===== config.mk =====
export PLATFORM = sky130hd
export DESIGN_NAME = d2q9c_fifo
export DESIGN_NICKNAME = d
export VERILOG_FILES = /design/src/rtl/d2q9c_pkg.sv /design/src/rtl/d2q9c_fifo.sv
export SDC_FILE = /design/constraint.sdc
export NUM_CORES = 1
export LEC_CHECK = 0
export BUFFER_PORTS_ARGS = -buffer_cell sky130_fd_sc_hd__buf_2
export CAP_MARGIN = 20
export CORE_ASPECT_RATIO = 0.8
export CORE_UTILIZATION = 46
export CTS_BUF_LIST = sky130_fd_sc_hd__clkbuf_2 sky130_fd_sc_hd__clkbuf_4 sky130_fd_sc_hd__clkbuf_8
export CTS_CLUSTER_SIZE = 40
export DETAILED_ROUTE_END_ITERATION = 7
export PLACE_DENSITY_LB_ADDON = 0.15
export SLEW_MARGIN = 20
export SYNTH_ARGS = -nofsm -noshare
export SYNTH_HDL_FRONTEND = slang
export SYNTH_SLANG_ARGS = --single-unit

===== constraint.sdc =====
create_clock -name clk -period 13.23 [get_ports clk]
set_clock_uncertainty 0.05 [all_clocks]
set_input_delay 0.6615 -clock clk [delete_from_list [all_inputs] [get_ports clk]]
set_output_delay 0.6615 -clock clk [all_outputs]
set_load 0.05 [all_outputs]

===== src/rtl/d2q9c_pkg.sv =====
package d2q9c_pkg;

  localparam int POP_COUNT   = 9;
  localparam int FRAC        = 30;
  localparam int WEIGHT_BITS = 20;
  localparam int WORD_W      = 32;
  localparam int SUM_W       = 36;
  localparam int MOM_W       = 37;
  localparam int MAG_W       = 37;
  localparam int REM_W       = 32;
  localparam int DIV_STEPS   = 31;
  localparam int INT_SHIFT   = 31 - FRAC;
  localparam int SAT_W       = 72;
  localparam int DIRS_W      = 36;
  localparam int RELAX_W     = 31;
  localparam int CFG_W       = 60;
  localparam int IDX_W       = 3;
  // Queue depth must be a power of two; pointers wrap by overflow.
  localparam int FIFO_DEPTH  = 4;
  localparam int PTR_W       = $clog2(FIFO_DEPTH);
  localparam int CNT_W       = $clog2(FIFO_DEPTH + 1);

  localparam logic signed [34:0] ONE_Q = 35'sd1 <<< FRAC;
  localparam logic [RELAX_W-1:0] RELAX_RESET = RELAX_W'(1) << FRAC;

  typedef enum logic [IDX_W-1:0] {
    REG_RELAX = 3'd0,
    REG_DIRS  = 3'd1,
    REG_WA    = 3'd2,
    REG_WB    = 3'd3,
    REG_WC    = 3'd4
  } cfg_reg_t;

  typedef logic signed [WORD_W-1:0] word_t;
  typedef logic [POP_COUNT-1:0][WORD_W-1:0] pops_t;

  typedef struct packed {
    word_t pop_0;
    word_t pop_1;
    word_t pop_2;
    word_t pop_3;
    word_t pop_4;
    word_t pop_5;
    word_t pop_6;
    word_t pop_7;
    word_t pop_8;
    logic  is_solid;
  } in_t;

  typedef struct packed {
    word_t post_0;
    word_t post_1;
    word_t post_2;
    word_t post_3;
    word_t post_4;
    word_t post_5;
    word_t post_6;
    word_t post_7;
    word_t post_8;
    word_t density;
    word_t vel_x;
    word_t vel_y;
  } out_t;

  // One classified cell as it crosses the queue.
  typedef struct packed {
    pops_t pop;
    logic  solid;
    word_t rho;
    word_t ux;
    word_t uy;
  } cell_t;

  typedef struct packed {
    logic [MAG_W-1:0]     mm;
    logic [REM_W-1:0]     rem;
    logic [DIV_STEPS-1:0] q;
    logic                 neg;
    logic                 ovf;
  } div_t;

  function automatic word_t sat32(input logic signed [SAT_W-1:0] v);
    word_t r;
    if (v > 72'sd2147483647) begin
      r = 32'sh7fff_ffff;
    end else if (v < -72'sd2147483648) begin
      r = 32'sh8000_0000;
    end else begin
      r = v[WORD_W-1:0];
    end
    return r;
  endfunction

  function automatic logic signed [1:0] dir_x(input logic [DIRS_W-1:0] dirs, input int k);
    return dirs[4*k +: 2];
  endfunction

  function automatic logic signed [1:0] dir_y(input logic [DIRS_W-1:0] dirs, input int k);
    return dirs[4*k+2 +: 2];
  endfunction

  function automatic logic [WEIGHT_BITS-1:0] weight_of(input logic [CFG_W-1:0] wa,
      input logic [CFG_W-1:0] wb, input logic [CFG_W-1:0] wc, input int k);
    logic [CFG_W-1:0] r;
    if (k < 3) begin
      r = wa;
    end else if (k < 6) begin
      r = wb;
    end else begin
      r = wc;
    end
    return r[WEIGHT_BITS*(k%3) +: WEIGHT_BITS];
  endfunction

  function automatic pops_t unpack_in(input in_t w);
    pops_t p;
    p[0] = w.pop_0;
    p[1] = w.pop_1;
    p[2] = w.pop_2;
    p[3] = w.pop_3;
    p[4] = w.pop_4;
    p[5] = w.pop_5;
    p[6] = w.pop_6;
    p[7] = w.pop_7;
    p[8] = w.pop_8;
    return p;
  endfunction

  function automatic out_t pack_out(input pops_t p, input word_t rho, input word_t ux,
      input word_t uy);
    out_t o;
    o.post_0  = p[0];
    o.post_1  = p[1];
    o.post_2  = p[2];
    o.post_3  = p[3];
    o.post_4  = p[4];
    o.post_5  = p[5];
    o.post_6  = p[6];
    o.post_7  = p[7];
    o.post_8  = p[8];
    o.density = rho;
    o.vel_x   = ux;
    o.vel_y   = uy;
    return o;
  endfunction

endpackage


===== src/rtl/d2q9c_fifo.sv =====
module d2q9c_fifo (
  input  logic                clk,
  input  logic                rst,
  input  logic                push,
  input  d2q9c_pkg::cell_t    wdata,
  output logic                full,
  input  logic                pop,
  output d2q9c_pkg::cell_t    rdata,
  output logic                empty
);

  d2q9c_pkg::cell_t                 mem [d2q9c_pkg::FIFO_DEPTH];
  logic [d2q9c_pkg::PTR_W-1:0]      wp;
  logic [d2q9c_pkg::PTR_W-1:0]      rp;
  logic [d2q9c_pkg::CNT_W-1:0]      cnt;

  assign full  = (cnt == d2q9c_pkg::CNT_W'(d2q9c_pkg::FIFO_DEPTH));
  assign empty = (cnt == '0);
  assign rdata = mem[rp];

  always_ff @(posedge clk) begin
    if (push) begin
      mem[wp] <= wdata;
    end
  end

  always_ff @(posedge clk) begin
    if (rst) begin
      wp  <= '0;
      rp  <= '0;
      cnt <= '0;
    end else begin
      if (push) begin
        wp <= wp + 1'b1;
      end
      if (pop) begin
        rp <= rp + 1'b1;
      end
      if (push && !pop) begin
        cnt <= cnt + 1'b1;
      end else if (pop && !push) begin
        cnt <= cnt - 1'b1;
      end
    end
  end

`ifndef SYNTHESIS
  a_no_overflow: assert property (@(posedge clk) disable iff (rst) push |-> !full)
    else $error("queue written while full");
  a_no_underflow: assert property (@(posedge clk) disable iff (rst) pop |-> !empty)
    else $error("queue read while empty");
`endif

endmodule


==> results of run 1 <==
-- cell usage in the layout (no fill, tap or decap), types with 2 or more instances in the layout --
master | netlist | final
clkbuf_4 | 0 | 72
xnor2_1 | 2 | 2
clkinv_2 | 0 | 28
buf_12 | 0 | 5
diode_2 | 0 | 13
mux4_2 | 385 | 385
buf_4 | 0 | 27
nor2_1 | 7 | 7
ha_1 | 5 | 5
xor2_1 | 3 | 3
clkinvlp_4 | 0 | 6
inv_12 | 0 | 4
clkinv_1 | 0 | 57
clkbuf_8 | 0 | 231
and2_4 | 0 | 4
dfxtp_4 | 0 | 2
inv_1 | 4 | 4
mux2i_1 | 2 | 2
edfxtp_1 | 1540 | 1540
dfxtp_1 | 9 | 7
dlygate4sd3_1 | 0 | 389
buf_2 | 40 | 775
bufinv_16 | 0 | 2
-- flip-flops by register name, summed over array words and instances (netlist names), named ones only --
signal	cells
mem	1540
wp	2
rp	2
cnt	3
-- report_power, final --
group | internal (µW) | switching, µW
Combinational | 519 | 1180
Clock | 1860 | 1750
Sequential | 5650 | 56.5
-- Yosys cell counts --
| master | n | area share (%) |
|---|---|---|
| dfxtp_1 | 9 | 0.32 |
| buf_6 | 40 | 0.80 |
| a21oi_1 | 1 | 0.0089 |
| edfxtp_1 | 1540 | 83 |
| mux2i_1 | 2 | 0.036 |
| xor2_1 | 3 | 0.047 |
| nand2_1 | 1 | 0.0067 |
| or3_1 | 1 | 0.011 |
| xnor2_1 | 2 | 0.031 |
| o21ai_0 | 1 | 0.0089 |
| fa_1 | 1 | 0.036 |
| buf_2 | 40 | 0.36 |
| inv_1 | 4 | 0.027 |
| and2_1 | 4 | 0.045 |
| clkbuf_1 | 7 | 0.047 |
| nor3_1 | 1 | 0.0089 |
| ha_1 | 5 | 0.11 |
| mux4_2 | 385 | 15 |
| nor2_1 | 7 | 0.047 |
| nor3b_1 | 1 | 0.013 |
-- cell type report --
cell class / instances / area share, %
Tap cell: 1624 / 2.91
Antenna cell: 13 / 0.0466
Multi-Input combinational cell: 415 / 12.8
Sequential cell: 1549 / 66.5
Clock buffer: 303 / 5.33
Clock inverter: 100 / 0.793
Timing Repair Buffer: 1197 / 11.6
Inverter: 4 / 0.0215
-- final timing paths --
kind / from / to / slack [ns] / cells after the start
setup / recovery: flop / rdata[366] / 7.27 / 5
hold / removal: wdata[310] / mem[0][310] / 0.44 / 2
setup reg to reg: wp[0] / mem[0][358] / 8.83 / 6
hold reg to reg: rp[0] / rp[0] / 0.48 / 2
-- per-layer routing --
layer / track usage (%) / vias to the layer above / wire length (µm)
met5: 0 / - / 23
met4: 6.79 / 4 / 3290
met3: 5.46 / 202 / 7620
met2: 35.2 / 761 / 66400
met1: 23.5 / 14213 / 45800
li1: - / 11717 / -
-- cells by family after synthesis --
kind of cell / count (synthesis) / synth area share, %
AND/OR/NAND/NOR: 15 / 0.132
buffers and inverters: 91 / 1.24
adder cells (fa/ha/maj): 6 / 0.147
multiplexers: 387 / 15.5
flip-flops: 1549 / 82.9
AO/OA/AOI/OAI: 2 / 0.0179
XOR/XNOR: 5 / 0.0782
-- through the flow --
step,cell area (µm²),power (µW),utilization (%),cells,setup slack [ns]
global route,69800,11400,57.8,5202,6.69
detailed placement,61600,7430,51.0,4399,7.97
CTS,69700,11200,57.7,5191,6.89
floorplan,56000,7050,-,2055,3.06
finish,69800,11000,57.8,5205,7.27
global placement,61600,7400,51.0,4399,8.01
-- what timing repair did --
action / in CTS / in global routing
setup endpoints to repair: 0 / 0
gates resized for setup: 0 / 0
endpoints found under the hold margin: 1549 / 0
hold buffers: 389 / 0
==> results by group, run 1 <==
Worst setup path
  – Crit path largest cell delay: 0.88 ns
  – Maximum fanout along the worst path: 46
  – Arrival @ worst endpoint: 5.25 ns
  – Slowest cell on the critical path: dfxtp_4
  – Critical Path Sink Type: primary output
  – Kind of start point of the critical path: flop
  – Cell Chain, Critical Path: buf_4 -> buf_4 -> buf_4 -> mux4_2 -> buf_2
  – Data required time of the worst path: 12.52 ns
  – Cell type with the highest occurrence count on the critical path: buf_4
  – Critical path class: reg2out
  – Worst Path Buf+Inv: 4
  – Gate family responsible for the most delay along the worst path: buffers and inverters

Detailed routing
  – Routed wire length: 123 mm
  – Routed vias: 26897
  – Number of remaining DRC errors: 0
  – Routed length per placed instance: 23.6 µm
  – Number of nets with antenna violations after detailed routing: 0
  – First DRT Iteration DRCs: 1397
  – Mean number of vias per cell: 5.17
  – Pre-Repair DR Iteration Count: 7

Layout
  – Layout cell share with drive strength beyond 1: 43.3%
  – FF/Latch Area: 46400 µm²
  – Number of nets in the layout: 3789
  – Filler Cell Count: 8949
  – Footprint of the multi-input gates: 8910 µm²
  – Synth-to-Final Area Change: 24.6%

Clocking
  – Number of sinks on the clock net: 1549
  – Clk slew on worst S/H paths: 0.06 ns
  – TritonCTS clock tree: built
  – Clock root cell: clkbuf_8
  – Clock buffers created by TritonCTS: 227
  – Clock latency of the later-clocked register in the worst-skew pair: 0.92 ns
  – H-tree depth: 4
  – Buffer depth of the longest clock path: 3
  – Post-CTS setup repair buffer count: 0

Synth
  – Syn Nets: 2450
  – Number of distinct library cell variants in the gate-level netlist after synthesis: 20
  – Synth Area per Inst: 27.3 µm²
  – Total of warnings raised by yosys: 0
  – Number of standard cells after synthesis: 2055
  – Flop and latch count out of synthesis: 1549
  – Syn Std Cell Area: 56000 µm²
  – Seq/Total Area, Yosys: 82.9%

Global route
  – Antenna violations before repair: 13
  – Via count of the first global-routing pass: 29059
  – Maximum number of pins on one net before global-route repair: 142
  – First-pass GRT wire length: 181 mm
  – Aggregate global routing overflow: 0
  – GRT Resource Usage Total: 20.0%

Floorplanning
  – Num ports: 776
  – Std-Cell Core Area: 121000 µm²
  – Vertical die dimension: 314 µm
  – Die ar.: 123000 µm²
  – Rows: 114
  – Chip width: 392 µm
  – Effective utilization at floorplan: 46.4%

Timing
  – Clock period minus worst slack: 5.96 ns
  – Max-slew headroom: 26.0%
  – Tcrit/Tclk final: 45.1%
  – Setup total negative slack: 0 ns
  – Final hold viol count: 0
  – Worst hold slack across all endpoints: 0.439 ns
  – Final-report max-slew violation count: 0
  – RSZ-0062 raised after global routing: false
  – Worst slew pin tran: 1.11 ns
  – Highest clock frequency the design can meet: 168 MHz
  – Count of endpoints failing setup in the final report: 0

Run status
  – Run status: completed

Power and ir drop
  – Power per cell area: 158 nW/µm²
  – VDD IR max: 0.0998 mV
  – Leakage component of the power: 0.0236 µW

Place
  – GPL Wtd Cong: 0.756
  – Count of buffers inserted at the top-level ports: 775
  – Sum of net half-perimeters after detailed placement: 75.2 mm

Run
  – Max_cap viols: 0

Min path
  – Worst hold path class: in2reg
(Power assumes the default switching activity.)
==> run 2, diff against run 1 <==
- clock period: 13.23 -> 5.5 ns (I/O delays scaled with it)
==> run 2 against run 1 <==
  * Critical path depth fell by 2
  * Wire length increased by 5.4%
  * Count of clock-buffer cells in the layout increased by 3
  * Critical path type unchanged
==> results by group, run 2 (synthesized netlist as in run 1, its figures left out) <==
Run status
  – Run status: completed

Worst setup path
  – Worst Path Buf+Inv: 2 (-2)
  – Slowest cell on the critical path: dfxtp_4
  – Cell Chain, Critical Path: buf_4 -> mux4_2 -> buf_2
  – Crit path largest cell delay: 0.96 ns (+0.08 ns)
  – Data required time of the worst path: 5.18 ns (-7.34 ns)
  – Maximum fanout along the worst path: 42 (-8.7%)
  – Critical Path Sink Type: primary output
  – Kind of start point of the critical path: flop
  – Gate family responsible for the most delay along the worst path: flip-flops
  – Critical path class: reg2out
  – Arrival @ worst endpoint: 3.43 ns (-1.82 ns)

Clocking
  – Clk slew on worst S/H paths: 0.06 ns (about the same)
  – Buffer depth of the longest clock path: 3 (unchanged)
  – Post-CTS setup repair buffer count: 0 (unchanged)
  – Clock buffers created by TritonCTS: 227 (unchanged)
  – Number of sinks on the clock net: 1549 (unchanged)
  – Clock root cell: clkbuf_8
  – Clock latency of the later-clocked register in the worst-skew pair: 0.93 ns (about the same)
  – TritonCTS clock tree: built
  – Count of instances resized after the clock tree is built: 0 (unchanged)
  – H-tree depth: 4 (unchanged)
  – Cts-stage hold buffer count: 646 (+66%)

Power and ir drop
  – Total power after layout: 26900 µW (+140%)
  – Power per cell area: 370 nW/µm² (+130%)
  – VDD IR max: 0.296 mV (+200%)
  – Leakage component of the power: 0.0248 µW (+5.2%)

Floorplanning
  – Std-Cell Core Area: 121000 µm² (unchanged)
  – Die ar.: 123000 µm² (unchanged)
  – Effective utilization at floorplan: 46.4% (unchanged)
  – Num ports: 776 (unchanged)
  – Vertical die dimension: 314 µm (unchanged)
  – Chip width: 392 µm (unchanged)
  – Rows: 114 (unchanged)

Run
  – Max_cap viols: 0 (unchanged)

Layout
  – Leading cell type in the layout, fill and taps excluded: edfxtp_1
  – Top library cells by usage in the layout, fill and taps aside: edfxtp_1 (1540), buf_2 (775), dlygate4sd3_1 (646)
  – FF/Latch Area: 46400 µm² (unchanged)
  – Layout cell share with drive strength beyond 1: 40.6% (-2.7 points)
  – Number of nets in the layout: 4056 (+7.0%)
  – Synth-to-Final Area Change: 29.8%
  – Layout Utilization: 60.2% (+2.4 points)
  – Largest registers: mem x1540, cnt x3
  – Non-filler cells in the finished layout: 5489 (+5.5%)
  – Flip-flop count of the largest register, all copies and words added: 1540 (unchanged)
  – Footprint of the multi-input gates: 8910 µm² (unchanged)
  – Filler Cell Count: 8792 (-1.8%)
  – Most flops, register: mem

Detailed routing
  – Number of remaining DRC errors: 0 (unchanged)
  – Routed length per placed instance: 23.6 µm (about the same)
  – Routed vias: 28107 (+4.5%)
  – Number of nets with antenna violations after detailed routing: 0 (unchanged)
  – Mean number of vias per cell: 5.12 (-0.91%)
  – Pre-Repair DR Iteration Count: 5 (-2)
  – Routed wire length: 130 mm (+5.4%)
  – First DRT Iteration DRCs: 1652 (+18%)

Global route
  – Maximum number of pins on one net before global-route repair: 126 (-11%)
  – Aggregate global routing overflow: 0 (unchanged)
  – GRT Resource Usage Total: 21.2% (+1.2 points)
  – Via count of the first global-routing pass: 30574 (+5.2%)
  – Antenna violations before repair: 25 (+12)
  – First-pass GRT wire length: 192 mm (+5.8%)

Place
  – GPL Wtd Cong: 0.846 (+12%)
  – Sum of net half-perimeters after detailed placement: 79.5 mm (+5.7%)
  – Count of buffers inserted at the top-level ports: 775 (unchanged)
  – Post-Place Cells: 4410 (+0.25%)

Timing
  – Tcrit/Tclk final: 68.3%
  – Final-report max-slew violation count: 0 (unchanged)
  – Count of endpoints failing setup in the final report: 0 (unchanged)
  – Highest clock frequency the design can meet: 266 MHz
  – Worst slew pin tran: 1.07 ns (-0.0394 ns)
  – Final hold viol count: 0 (unchanged)
  – Max-slew headroom: 28.7% (+2.6 points)
  – Setup total negative slack: 0 ns (unchanged)
  – RSZ-0062 raised after global routing: false
  – Clock period minus worst slack: 3.76 ns

Min path
  – Worst hold path class: in2reg
-- run 2: where the power goes --
group,internal (µW),switching [µW],total (µW)
Sequential,13600,147,13700
Clock,4640,4250,8900
Combinational,1390,2890,4280
-- run 2: cell type report --
class,count,area share [%]
Antenna cell,21,0.0723
Clock buffer,306,5.14
Clock inverter,106,0.900
Inverter,4,0.0207
Multi-Input combinational cell,415,12.3
Sequential cell,1549,63.9
Tap cell,1624,2.80
Timing Repair Buffer,1464,14.9
-- run 2: layer usage --
layer | vias to the layer above | routed length [µm] | GRT usage (%)
met3 | 258 | 8440 | 5.87
li1 | 12265 | - | -
met5 | - | 88 | 0
met2 | 903 | 67600 | 36.2
met4 | 14 | 4500 | 8.37
met1 | 14667 | 49100 | 25.5
-- run 2: metrics by stage --
step	setup WS, ns	instance area (µm²)	hold WS, ns
finish	1.74	72700	0.0971
global route	1.44	72700	0.00282
CTS	1.54	72600	0.0000528
detailed placement	2.62	61800	0.439
global placement	2.62	61800	0.429
floorplan	1.79	56000	0.324
-- run 2: final timing paths --
| check | start | to | slack (ns) | depth (start not counted) |
|---|---|---|---|---|
| min reg2reg | cnt[2] | cnt[2] | 0.46 | 2 |
| min | wdata[233] | mem[2][233] | 0.1 | 2 |
| max reg2reg | wp[0] | mem[3][165] | 2.84 | 3 |
| max | flop | rdata[224] | 1.74 | 3 |
-- run 2: worst register-to-register path, stage by stage, from the launching register on --
cell     delay [ns]
dfxtp_1        0.40
ha_1           0.18
and2_4         0.80
buf_12         0.64
==> run 3, diff against run 2 <==
- clock period: 5.5 -> 3.3 ns (I/O delays scaled with it)
==> run 3 against run 2 <==
  * Worst setup slack lost 1.5 ns
  * Total power grew 68%
  * Highest routed layer unchanged
  * Critical path depth grew 1
  * Utilization grew 1.9 points
  * Final cell count grew 3.8%
  * Count of clock-buffer cells in the layout shrank 2
  * Clock power grew 67%
  * First-iteration DRC count grew 4.8%
  * Via count grew 3.2%
  * Wire length grew 1.6%
==> results by group, run 3 (synthesized netlist as in run 1, its figures left out) <==
Worst setup path
  – Cell Chain, Critical Path: buf_12 -> buf_4 -> mux4_2 -> buf_2
  – Critical Path Stages: 4 (+1)
  – Cells on worst reg2reg path: 4 (+1)
  – Critical Path End: rdata[188]
  – Arrival @ worst endpoint: 2.86 ns (-0.57 ns)
  – Endpoint of the worst register-to-register path: mem[2][349]
  – Reg-to-Reg Start: wp[0]
  – Gate family responsible for the most delay along the worst path: buffers and inverters
  – Kind of start point of the critical path: flop
  – Data required time of the worst path: 3.08 ns (-2.10 ns)
  – Worst Path Buf+Inv: 3 (+1)
  – Crit path largest cell delay: 0.67 ns (-0.29 ns)
  – Critical path class: reg2out
  – Maximum fanout along the worst path: 29 (-31%)
  – Reg2Reg Setup Slack: 1.22 ns (-1.62 ns)
  – Slowest cell on the critical path: dfxtp_4
  – Critical Path Sink Type: primary output

Floorplanning
  – Std-Cell Core Area: 121000 µm² (unchanged)
  – Chip width: 392 µm (unchanged)
  – Vertical die dimension: 314 µm (unchanged)
  – Rows: 114 (unchanged)
  – Die ar.: 123000 µm² (unchanged)
  – Num ports: 776 (unchanged)
  – Effective utilization at floorplan: 46.4% (unchanged)

Detailed routing
  – First DRT Iteration DRCs: 1732 (+4.8%)
  – Number of nets with antenna violations after detailed routing: 0 (unchanged)
  – Pre-Repair DR Iteration Count: 5 (unchanged)
  – Number of remaining DRC errors: 0 (unchanged)
  – Routed length per placed instance: 23.1 µm (-2.1%)
  – Routed vias: 29003 (+3.2%)
  – Routed wire length: 132 mm (+1.6%)
  – Mean number of vias per cell: 5.09 (-0.56%)

Run status
  – Run status: completed

Layout
  – Synth-to-Final Area Change: 33.8%
  – Most flops, register: mem
  – Leading cell type in the layout, fill and taps excluded: edfxtp_1
  – Layout Utilization: 62.0% (+1.9 points)
  – Number of nets in the layout: 4255 (+4.9%)
  – Largest registers: mem x1540, cnt x3
  – Top library cells by usage in the layout, fill and taps aside: edfxtp_1 (1540), buf_2 (775), dlygate4sd3_1 (774)
  – Non-Filler Cell Area, Final: 75000 µm² (+3.1%)
  – Layout cell share with drive strength beyond 1: 40.3% (-0.32 points)
  – Flip-flop count of the largest register, all copies and words added: 1540 (unchanged)

Clocking
  – Buffer depth of the longest clock path: 3 (unchanged)
  – Clock latency of the later-clocked register in the worst-skew pair: 0.91 ns (-0.02 ns)
  – H-tree depth: 4 (unchanged)
  – Number of sinks on the clock net: 1549 (unchanged)
  – TritonCTS clock tree: built
  – Clock buffers created by TritonCTS: 230 (+1.3%)
  – Clk slew on worst S/H paths: 0.06 ns (about the same)
  – Clock root cell: clkbuf_8

Global route
  – First-pass GRT wire length: 195 mm (+1.8%)
  – GRT Resource Usage Total: 21.4% (+0.29 points)
  – Antenna violations before repair: 20 (-20%)
  – Most heavily used metal layer in global routing: met2
  – Met3 track demand over resource: 5.71% (-0.15 points)
  – GR Util met2: 36.9% (+0.72 points)
  – Aggregate global routing overflow: 0 (unchanged)
  – Global-route met1 utilization: 25.6% (+0.17 points)
  – Via count of the first global-routing pass: 31569 (+3.3%)
  – Maximum number of pins on one net before global-route repair: 109 (-13%)

Run
  – Max_cap viols: 0 (unchanged)

Power and ir drop
  – VDD IR max: 0.498 mV (+68%)
  – Leakage component of the power: 0.0258 µW (+4.1%)
  – Power per cell area: 603 nW/µm² (+63%)

Timing
  – Worst slew pin tran: 0.816 ns (-0.254 ns)
  – Tcrit/Tclk final: 93.1%
  – Final-report max-slew violation count: 0 (unchanged)
  – RSZ-0062 raised after global routing: false
  – Clock period minus worst slack: 3.07 ns
  – Max-slew headroom: 45.6% (+17 points)
  – Final hold viol count: 0 (unchanged)
  – Count of endpoints failing setup in the final report: 0 (unchanged)
  – Highest clock frequency the design can meet: 325 MHz

Place
  – GPL Wtd Cong: 0.795 (-6.0%)
  – Post-Place Cell Area: 62700 µm² (+1.5%)
  – Sum of net half-perimeters after detailed placement: 84.3 mm (+6.0%)
  – Count of buffers inserted at the top-level ports: 775 (unchanged)

Min path
  – Worst hold path class: in2reg
[run 3: worst min-delay path by stage]
stage	start	to	slack (ns)	cells after the start
6_report	wdata[79]	mem[2][79]	0.08	2
5_1_grt	wdata[79]	mem[1][79]	0.05	2
4_1_cts	wdata[80]	mem[0][80]	0.02	2
3_5_place_dp	wdata[225]	mem[1][225]	0.33	1
3_3_place_gp	wdata[235]	mem[0][235]	0.32	1
2_1_floorplan	wdata[0]	mem[0][0]	0.21	0
[run 3: repair_timing]
item / 4_1_cts / 5_1_grt
hold endpoints to repair: 1642 / 0
hold buffers: 774 / 0
gates resized for setup: 0 / 0
endpoints found under the setup margin: 12 / 0
setup buffers: 5 / 0
[run 3: power breakdown]
part / switching (µW) / internal, µW
Clock: 7170 / 7710
Combinational: 4920 / 2560
Sequential: 204 / 22600
Total: 12300 / 32900
[run 3: cell type report]
cell class | instances | area, µm²
Fill cell | 8486 | 45900
Multi-Input combinational cell | 415 | 8910
Sequential cell | 1549 | 46400
Inverter | 4 | 15.0
Tap cell | 1624 | 2030
Clock buffer | 304 | 3750
Timing Repair Buffer | 1660 | 13100
Antenna cell | 21 | 52.6
Clock inverter | 119 | 677
[run 3: per-layer routing]
metal	routed length (µm)	up-vias
met3	8140	228
li1	-	12683
met2	69100	876
met5	13	-
met4	4690	2
met1	49800	15214
[run 3: through the flow]
step	hold WS [ns]	TNS, ns	cells	worst slack (ns)	total power (µW)
floorplan	0.214	-568.25	2055	-0.376	28000
global placement	0.323	0	4473	1.05	29900
detailed placement	0.331	0	4473	1.02	30000
CTS	0.0167	0	5675	0.0813	45600
global route	0.0532	0	5694	0.0853	46800
finish	0.0846	0	5696	0.226	45200
